==> config.mk <==
export PLATFORM = sky130hd
export DESIGN_NAME = separating_axis_penetration
export DESIGN_NICKNAME = d
export VERILOG_FILES = /design/src/hdl/sap_pkg.sv /design/src/hdl/sap_proj.sv /design/src/hdl/sap_track.sv /design/src/hdl/separating_axis_penetration.sv
export SDC_FILE = /design/constraint.sdc
export NUM_CORES = 2
export LEC_CHECK = 0
export BUFFER_PORTS_ARGS = -buffer_cell sky130_fd_sc_hd__buf_2
export CAP_MARGIN = 20
export CELL_PAD_IN_SITES_DETAIL_PLACEMENT = 1
export CELL_PAD_IN_SITES_GLOBAL_PLACEMENT = 1
export CORE_UTILIZATION = 47
export DETAILED_ROUTE_END_ITERATION = 7
export GPL_TIMING_DRIVEN = 0
export PLACE_DENSITY = 0.77
export SETUP_SLACK_MARGIN = 0.05
export SLEW_MARGIN = 20
export SYNTH_ARGS = -nofsm -noshare
export SYNTH_HDL_FRONTEND = slang
export SYNTH_SLANG_ARGS = --single-unit
==> constraint.sdc <==
create_clock -name clk -period 8.5 [get_ports clk]
set_input_delay 1.7 -clock clk [delete_from_list [all_inputs] [get_ports clk]]
set_output_delay 1.7 -clock clk [all_outputs]
set_load 0.02 [all_outputs]
==> src/hdl/sap_pkg.sv <==
// Shared types and constants for the separating-axis penetration block.
package sap_pkg;

  localparam int CoordW  = 16;
  localparam int AxisW   = 16;
  localparam int ProdW   = CoordW + AxisW;
  localparam int ProjW   = 34;
  localparam int PenW    = 33;
  localparam int CfgIdxW = 2;

  // Input operation codes
  typedef enum logic [1:0] {
    OP_FIRST_PT  = 2'd0,
    OP_SECOND_PT = 2'd1,
    OP_FIRST_CTR = 2'd2,
    OP_FINISH    = 2'd3
  } sap_op_t;

  // Configuration register indexes
  localparam logic [CfgIdxW-1:0] REG_AXIS_X = 2'd0;
  localparam logic [CfgIdxW-1:0] REG_AXIS_Y = 2'd1;
  localparam logic [CfgIdxW-1:0] REG_AXIS_Z = 2'd2;

  localparam logic signed [AxisW-1:0] AXIS_X_RST = 16'sd16384;
  localparam logic signed [AxisW-1:0] AXIS_Y_RST = 16'sd0;
  localparam logic signed [AxisW-1:0] AXIS_Z_RST = 16'sd0;

  typedef logic signed [ProjW-1:0] sap_proj_t;

  localparam sap_proj_t PROJ_MAX = {1'b0, {(ProjW-1){1'b1}}};
  localparam sap_proj_t PROJ_MIN = {1'b1, {(ProjW-1){1'b0}}};

  typedef struct packed {
    sap_op_t                   op;
    logic signed [CoordW-1:0]  x;
    logic signed [CoordW-1:0]  y;
    logic signed [CoordW-1:0]  z;
  } sap_in_t;

  typedef struct packed {
    logic [PenW-1:0] penetration;
    logic            separated;
    logic            empty_set;
  } sap_out_t;

  typedef struct packed {
    logic signed [AxisW-1:0] ax;
    logic signed [AxisW-1:0] ay;
    logic signed [AxisW-1:0] az;
  } sap_axis_t;

  // Pipeline control token
  typedef struct packed {
    logic    vld;
    sap_op_t op;
  } sap_tok_t;

endpackage

==> src/hdl/sap_proj.sv <==
// Two-stage projection pipeline: per-axis products, then their sum.
module sap_proj import sap_pkg::*; (
  input  logic      clk,
  input  logic      rst_n,
  input  logic      adv,
  input  logic      in_vld,
  input  sap_in_t   in_data,
  input  sap_axis_t axis,
  output sap_tok_t  tok,
  output sap_proj_t proj
);

  sap_tok_t                tok_a_r;
  sap_tok_t                tok_b_r;
  logic signed [ProdW-1:0] px_r;
  logic signed [ProdW-1:0] py_r;
  logic signed [ProdW-1:0] pz_r;
  sap_proj_t               proj_r;

  always_ff @(posedge clk) begin
    if (!rst_n) begin
      tok_a_r <= '0;
      tok_b_r <= '0;
    end else if (adv) begin
      tok_a_r <= '{vld: in_vld, op: in_data.op};
      tok_b_r <= tok_a_r;
    end
  end

  always_ff @(posedge clk) begin
    if (adv) begin
      px_r   <= axis.ax * in_data.x;
      py_r   <= axis.ay * in_data.y;
      pz_r   <= axis.az * in_data.z;
      proj_r <= sap_proj_t'(px_r) + sap_proj_t'(py_r) + sap_proj_t'(pz_r);
    end
  end

  assign tok  = tok_b_r;
  assign proj = proj_r;

endmodule

==> src/hdl/sap_track.sv <==
// Running min/max per set, first center, and the penetration result.
module sap_track import sap_pkg::*; (
  input  logic      clk,
  input  logic      rst_n,
  input  logic      adv,
  input  sap_tok_t  tok,
  input  sap_proj_t proj,
  output logic      res_vld,
  output sap_out_t  res
);

  sap_proj_t first_min_r;
  sap_proj_t first_max_r;
  sap_proj_t second_min_r;
  sap_proj_t second_max_r;
  sap_proj_t ctr_r;
  logic      first_seen_r;
  logic      second_seen_r;

  logic                 fire;
  logic                 empty;
  logic                 sep;
  logic signed [ProjW:0] minu;
  logic signed [ProjW:0] subt;
  logic signed [ProjW:0] diff;

  assign fire = tok.vld && adv;

  always_comb begin
    empty = !first_seen_r || !second_seen_r;
    sep   = !empty && ((first_max_r <= second_min_r) || (first_min_r >= second_max_r));
    // first center below second: max1 - min2, else max2 - min1
    if (ctr_r < proj) begin
      minu = (ProjW+1)'(first_max_r);
      subt = (ProjW+1)'(second_min_r);
    end else begin
      minu = (ProjW+1)'(second_max_r);
      subt = (ProjW+1)'(first_min_r);
    end
    diff = minu - subt;
    res.penetration = (empty || sep) ? '0 : diff[PenW-1:0];
    res.separated   = sep;
    res.empty_set   = empty;
  end

  assign res_vld = fire && (tok.op == OP_FINISH);

  always_ff @(posedge clk) begin
    if (!rst_n) begin
      first_min_r   <= PROJ_MAX;
      first_max_r   <= PROJ_MIN;
      second_min_r  <= PROJ_MAX;
      second_max_r  <= PROJ_MIN;
      ctr_r         <= '0;
      first_seen_r  <= 1'b0;
      second_seen_r <= 1'b0;
    end else if (fire) begin
      case (tok.op)
        OP_FIRST_PT: begin
          if (proj < first_min_r) first_min_r <= proj;
          if (proj > first_max_r) first_max_r <= proj;
          first_seen_r <= 1'b1;
        end
        OP_SECOND_PT: begin
          if (proj < second_min_r) second_min_r <= proj;
          if (proj > second_max_r) second_max_r <= proj;
          second_seen_r <= 1'b1;
        end
        OP_FIRST_CTR: begin
          ctr_r <= proj;
        end
        default: begin
          first_min_r   <= PROJ_MAX;
          first_max_r   <= PROJ_MIN;
          second_min_r  <= PROJ_MAX;
          second_max_r  <= PROJ_MIN;
          ctr_r         <= '0;
          first_seen_r  <= 1'b0;
          second_seen_r <= 1'b0;
        end
      endcase
    end
  end

endmodule

==> src/hdl/separating_axis_penetration.sv <==
// Top level of the separating-axis penetration block.
//
//  channel | direction | handshake            | payload
//  --------+-----------+----------------------+-------------------------------
//  in_     | input     | in_valid / in_stall  | sap_in_t  (op, x, y, z)
//  out_    | output    | out_valid / out_stall| sap_out_t (penetration, flags)
//  cfg_    | input     | cfg_valid / cfg_ready| cfg_index, cfg_data (axis)
//
// One transaction per cycle in while in_stall is low; a finish transaction's result
// passes through the product stage (loaded on acceptance), then the sum stage,
// then the result register.
// Points and centers keep flowing while a result waits; only a second finish
// reaching the tracker while the result register is stalled holds the pipe.
// Reset (rst_n low, synchronous) restores the axis to (1.0, 0, 0) and empties
// the pipeline and the per-set state. Config writes are always ready.
module separating_axis_penetration import sap_pkg::*; (
  input  logic                clk,
  input  logic                rst_n,
  // item input
  input  logic                in_valid,
  output logic                in_stall,
  input  sap_in_t             in_data,
  // result output
  output logic                out_valid,
  input  logic                out_stall,
  output sap_out_t            out_data,
  // axis configuration
  input  logic                cfg_valid,
  output logic                cfg_ready,
  input  logic [CfgIdxW-1:0]  cfg_index,
  input  logic [AxisW-1:0]    cfg_data
);

  sap_axis_t axis_r;
  sap_tok_t  tok;
  sap_proj_t proj;
  logic      adv;
  logic      res_vld;
  sap_out_t  res;
  logic      out_valid_r;
  sap_out_t  out_data_r;

  // axis registers
  assign cfg_ready = 1'b1;

  always_ff @(posedge clk) begin
    if (!rst_n) begin
      axis_r <= '{ax: AXIS_X_RST, ay: AXIS_Y_RST, az: AXIS_Z_RST};
    end else if (cfg_valid && cfg_ready) begin
      unique case (cfg_index)
        REG_AXIS_X: axis_r.ax <= cfg_data;
        REG_AXIS_Y: axis_r.ay <= cfg_data;
        REG_AXIS_Z: axis_r.az <= cfg_data;
        default:    ;
      endcase
    end
  end

  // whole pipe advances unless a finish would overwrite a stalled result
  assign adv      = !(tok.vld && (tok.op == OP_FINISH) && out_valid_r && out_stall);
  assign in_stall = !adv;

  sap_proj u_proj (
    .clk     (clk),
    .rst_n   (rst_n),
    .adv     (adv),
    .in_vld  (in_valid),
    .in_data (in_data),
    .axis    (axis_r),
    .tok     (tok),
    .proj    (proj)
  );

  sap_track u_track (
    .clk     (clk),
    .rst_n   (rst_n),
    .adv     (adv),
    .tok     (tok),
    .proj    (proj),
    .res_vld (res_vld),
    .res     (res)
  );

  // result register
  always_ff @(posedge clk) begin
    if (!rst_n) begin
      out_valid_r <= 1'b0;
    end else if (res_vld) begin
      out_valid_r <= 1'b1;
    end else if (!out_stall) begin
      out_valid_r <= 1'b0;
    end
  end

  always_ff @(posedge clk) begin
    if (res_vld) begin
      out_data_r <= res;
    end
  end

  assign out_valid = out_valid_r;
  assign out_data  = out_data_r;

endmodule

==> Word-level counts from Yosys, hierarchy flattened <==
Cells that the tools add are included.
Widths: inputs -> output; s select.
{ "word_totals": {"wordCells": 91, "inputBits": 73, "regBits": 392} }
{ "op_classes": {"muxes": 15, "n_eq_ne": 10, "n_reduce_logical": 28, "order_cmp": 7, "multipliers": 3, "bitwise_logic": 3, "n_addsub": 3} }
{ "op_table": {"columns": ["operator", "count"], "rows": [
  ["$pmux 34 s2", 5],
  ["$mux 34", 4],
  ["$lt 34x34->1", 3],
  ["$mul 16x16->32", 3],
  ["$gt 34x34->1", 2],
  ["$mux 33", 2],
  ["$add 33x32->34", 1],
  ["$ge 34x34->1", 1],
  ["$le 34x34->1", 1],
  ["$add 32x32->33", 1],
  ["$sub 33x33->33", 1],
  ["$reduce_and 2->1", 6],
  ["$reduce_and 3->1", 4],
  ["$ne 2x1->1 const B", 5],
  ["$eq 2x2->1 const B", 3],
  ["$logic_and 1x1->1", 6],
  ["$reduce_or 2->1", 3],
  ["$eq 2x1->1 const B", 2],
  ["$logic_not 1->1", 4],
  ["$logic_not 2->1", 2],
  ["$pmux 1 s2", 2],
  ["$logic_or 1x1->1", 3],
  ["$not 1->1", 3],
  ["$mux 1", 2]
]} }

==> Logic depth before layout (Yosys ltp) <==
{ "logic_depth": {"word_depth": 8, "mapped_depth": 25} }

==> Modules after synthesis <==
Synthesis repeated with hierarchy kept, for this count alone.
{ "hier_totals": {"hier_cells": 5632, "hier_area_um2": 52907.0} }
{ "modules_own_cells": {"columns": ["mod", "cells_each", "area_each_um2", "seq_area_each_um2", "n_inst"], "rows": [
  ["sap_proj", 3721, 36069.6, 4023.9, 1],
  ["sap_track", 1691, 13917.1, 3443.3, 1],
  ["separating_axis_penetration", 220, 2920.3, 2031.9, 1]
]} }

==> Worst setup path before layout <==
Ideal clock, no wire load.
{ "synth_timing": {"path_kind": "input -> output", "start": "input out_stall", "end": "output in_stall", "arrival_time_ns": 7.169, "t_required_ns": 6.800, "path_buffers": 0, "path_stages": 2, "slack_ns": -0.369, "path_cell_list": "nand4_1 > inv_1"} }
{ "synth_between": {"elab_chain_cells": 1} }
{ "synth_lines": {"columns": ["element", "line", "source"], "rows": [
  ["start, declared", "separating_axis_penetration.sv:25", "input logic out_stall,"],
  ["$logic_and 1x1->1", "separating_axis_penetration.sv:60", "assign adv = !(tok.vld && (tok.op == OP_FINISH) && out_valid_r && out_stall);"],
  ["end, declared", "separating_axis_penetration.sv:21", "output logic in_stall,"]
]} }
Every way passes these cells.

==> Final worst setup path <==
{ "layout_timing": {"start": "input in_data[2] in the netlist's numbering", "end": "register u_proj.pz_r[31], data pin"} }
{ "layout_between": {"elab_chain_cells": 1} }
{ "layout_lines": {"columns": ["element", "line", "source"], "rows": [
  ["start, declared", "separating_axis_penetration.sv:22", "input sap_in_t in_data,"],
  ["$mul 16x16->32", "sap_proj.sv:34", "pz_r <= axis.az * in_data.z;"],
  ["end signal, assigned", "sap_proj.sv:34", null],
  ["end, declared", "sap_proj.sv:17", "logic signed [ProdW-1:0] pz_r;"]
]} }
Every way passes these cells.
A chain may end at the register's enable or synchronous reset.

==> impl_metrics.csv <==
group,metric,value,unit
outcome,outcome,"complete, no violations",
synthesis,synth_area_leader_cell,"fa_1",
worst_setup_path,path_buf_inv,5,
layout,fin_cells,7476,
power,peakVddDrop,0.225,mV
die,core-area,0.113,mm²
layout,final_common_cell,"inv_1",
grt,grt_pass1_wl,273000,µm
timing,hold_viol,0,
clock_tree,cts_buffer_depth,3,
worst_setup_path,crit_family,"adder cells",
synthesis,synth_nets,7204,
timing,period_minus_slack,8.16,ns
clock_tree,clk_pin_slew,0.06,ns
timing,setup_violations,0,
synthesis,synth_area_leaders,"fa_1 (31%), ha_1 (13%), edfxtp_1 (9.3%)",
synthesis,synth-async-reset-ratio,0,%
route,wl_met3,9040,µm
route,dr.max_layer_used,"met5",
synthesis,yosysSeqAreaShare,17.8,%
timing,max_freq,123,MHz
worst_setup_path,worst_setup_path_end_kind,"flop",
worst_setup_path,start_kind,"primary input",
route,firstDrtPassIters,5,
worst_setup_path,crit_type,"primary input to flop",
worst_setup_path,cp.arrival,8.44,ns
timing,fin_crit_sh,95.9,%
route,drc,0,
timing,tns,0,ns
synthesis,synth_area,0.0535,mm²
clock_tree,cts-resized-gates,0,
synthesis,ys.warnings.count,0,
route,drt_iter0_drc,2509,
clock_tree,cts_tree,"built",
route,antenna_left,0,
grt,grt_pass1_vias,47300,
die,start_util,47.5,%
layout,final_nets,7372,
clock_tree,htree_levels,2,
power,p_leak,28.6,nW
timing,setup_ws,0.345,ns
synthesis,synth_seq_cells,392,
power,power,0.0122,W
clock_tree,cts_buffers,49,
grt,grt_overflow,0,
worst_setup_path,crit_start,"in_data[2]",
layout,area_growth,8.43,%
route,wl,175000,µm
clock_tree,hold_buffers,0,
synthesis,synth_cell_types,90,
timing,rsz0062_at_grt,"yes",
die,die_w,339,µm
synthesis,synth_top_area_share,30.7,%
placement,place_inst,7382,
worst_setup_path,rr_startpoint,"axis_r[11]",
clock_tree,postCtsSetupBuffers,0,
die,fp.dieArea,0.115,mm²
worst_setup_path,crit_path_cell_trace,"buf_2 -> clkbuf_1 -> nand2_1 -> fa_1 -> fa_1 -> fa_1 -> inv_1 -> fa_1 -> fa_1 -> inv_1 -> fa_1 -> inv_1 -> ha_1 -> a21o_1 -> a21oi_1 -> o21ai_0 -> a32oi_1 -> o21ai_1 -> a31oi_1 -> o31ai_1 -> o41ai_1 -> xnor2_2",
timing,worst_pin_slew,1.08,ns
die,placementRows,123,
hold_path,hp-class,"flop to flop",
grt,grt_antenna_before_repair,10,
synthesis,synth_edf_count,165,
synthesis,synth_top_flop_cell,"dfxtp_1",
placement,hpwl,146000,µm
clock_tree,cts_sinks,392,
placement,routabilityCongestion,0.952,
power,power.density,210,mW/mm²
layout,layout_common_cells,"inv_1 (1079), fa_1 (818), nand2_1 (598)",
placement,io_buffer_count,109,
synthesis,synth_area_per_cell,9.29,µm²
clock_tree,insertion_delay,0.65,ns
layout,final_util,51.5,%
route,drt-met1-wl,70300,µm
run,max-cap-violations,0,
worst_setup_path,cp_slowest_stage_delay,0.52,ns
worst_setup_path,crit_fanout,10,
timing,drv_slew,0,
clock_tree,cts_root_buffer,"clkbuf_16",
route,wl_per_cell,23.4,µm
route,viasPerCell,5.73,
timing,finClkSkew,0.0527,ns
synthesis,synthCells,5762,
layout,final_layout_size_suffix_gt1_share,4.44,%
grt,grt_max_degree,21,
grt,grt_usage,30.7,%
die,die_h,339,µm
placement,place_ws,-0.454,ns
route,vias,42800,
worst_setup_path,crit_top_cell,"fa_1",
timing,relSlewSlack,27.4,%
route,dr_wl_met2,86400,µm
worst_setup_path,cp.required,8.78,ns
hold_path,worstHoldStart,"u_proj.tok_a_r[2]",
worst_setup_path,cp_slowest_cell,"fa_1",
die,ios,111,
metrics by stage:
step | hold slack, ns | instance area [µm²]
after global placement | 0.439 | 55900
final | 0.438 | 58000
after CTS | 0.439 | 58000
after global routing | 0.470 | 58000
after floorplan | 0.427 | 53500
after detailed placement | 0.446 | 56100
metal layers:
layer / up-vias / global-route usage (%)
li1: 19100 / -
met1: 22100 / 37.9
met2: 1257 / 53.9
met3: 358 / 3.26
met4: 4 / 13.9
met5: - / 0
worst register-to-register path, delay by kind of cell (launching register included):
kind                       cells  cell delay [ns]
DFF                            1             0.64
xor gates and xnor gates       1             0.26
buffers and inverters          4             0.76
AOI/OAI and AO/OA              8             2.18
adders and majority gates      7             3.41
and+or+nand+nor                1             0.18
flip-flops by register name, summed over array words and instances (netlist names), 34 cells and up:
register,count
axis_r,48
u_track.first_max_r,34
u_track.first_min_r,34
u_track.ctr_r,34
u_track.second_min_r,34
u_proj.proj,34
u_track.second_max_r,34
out_data,35
final timing paths:
check / to / slack (ns) / depth (start not counted)
worst max register to register: u_proj.pz_r[31] / 0.75 / 21
worst min register to register: u_proj.tok[2] / 0.44 / 2
worst min-delay path: u_proj.tok[2] / 0.44 / 2
worst max-delay path: u_proj.pz_r[31] / 0.34 / 22
where the power goes:
part	total [W]	internal (W)	switching, W
logic	0.00667	0.00250	0.00417
clock network	0.00245	0.00150	0.000948
registers	0.00308	0.00252	0.000558
total	0.0122	0.00652	0.00568
cells in the mapped netlist, types with 14 or more instances:
library cell	number
dfxtp_1	227
nor2b_1	22
fa_1	820
a22o_1	33
o21bai_1	19
a21oi_1	258
edfxtp_1	165
mux2i_1	37
a211oi_1	25
and3_1	89
nor3_1	38
nand2b_1	33
nor2_1	200
and2_1	375
nand3_1	141
clkbuf_1	196
nand4_1	54
a32o_1	33
nand2_1	598
xor2_1	35
o21ai_0	127
a221oi_1	35
o21a_1	25
inv_1	1079
o31ai_1	38
a21o_1	136
ha_1	549
o211ai_1	14
buf_2	21
xnor2_1	120
o2111ai_1	72
logic make-up after synthesis:
family          Yosys count  synth area share (%)
mux                      38                 0.720
other cells               1               0.00701
fa+ha+maj              1369                  43.5
xor+xnor                155                  2.54
simple gates           1592                  14.6
flops                   392                  17.8
buf+inv                1308                  9.25
compound gates          907                  11.7
area by class of cell:
class | count | area [µm²]
diodes | 6 | 15.0
plain buffers | 224 | 878
clock buffers | 59 | 1380
clock inverters | 32 | 500
fillers | 13000 | 54600
inverters | 1081 | 4060
multi-input cells | 4062 | 39100
flip-flops and latches | 392 | 9500
well taps | 1500 | 1880
repair buffers | 120 | 697
Note: power is estimated with default switching activity, not from simulation.
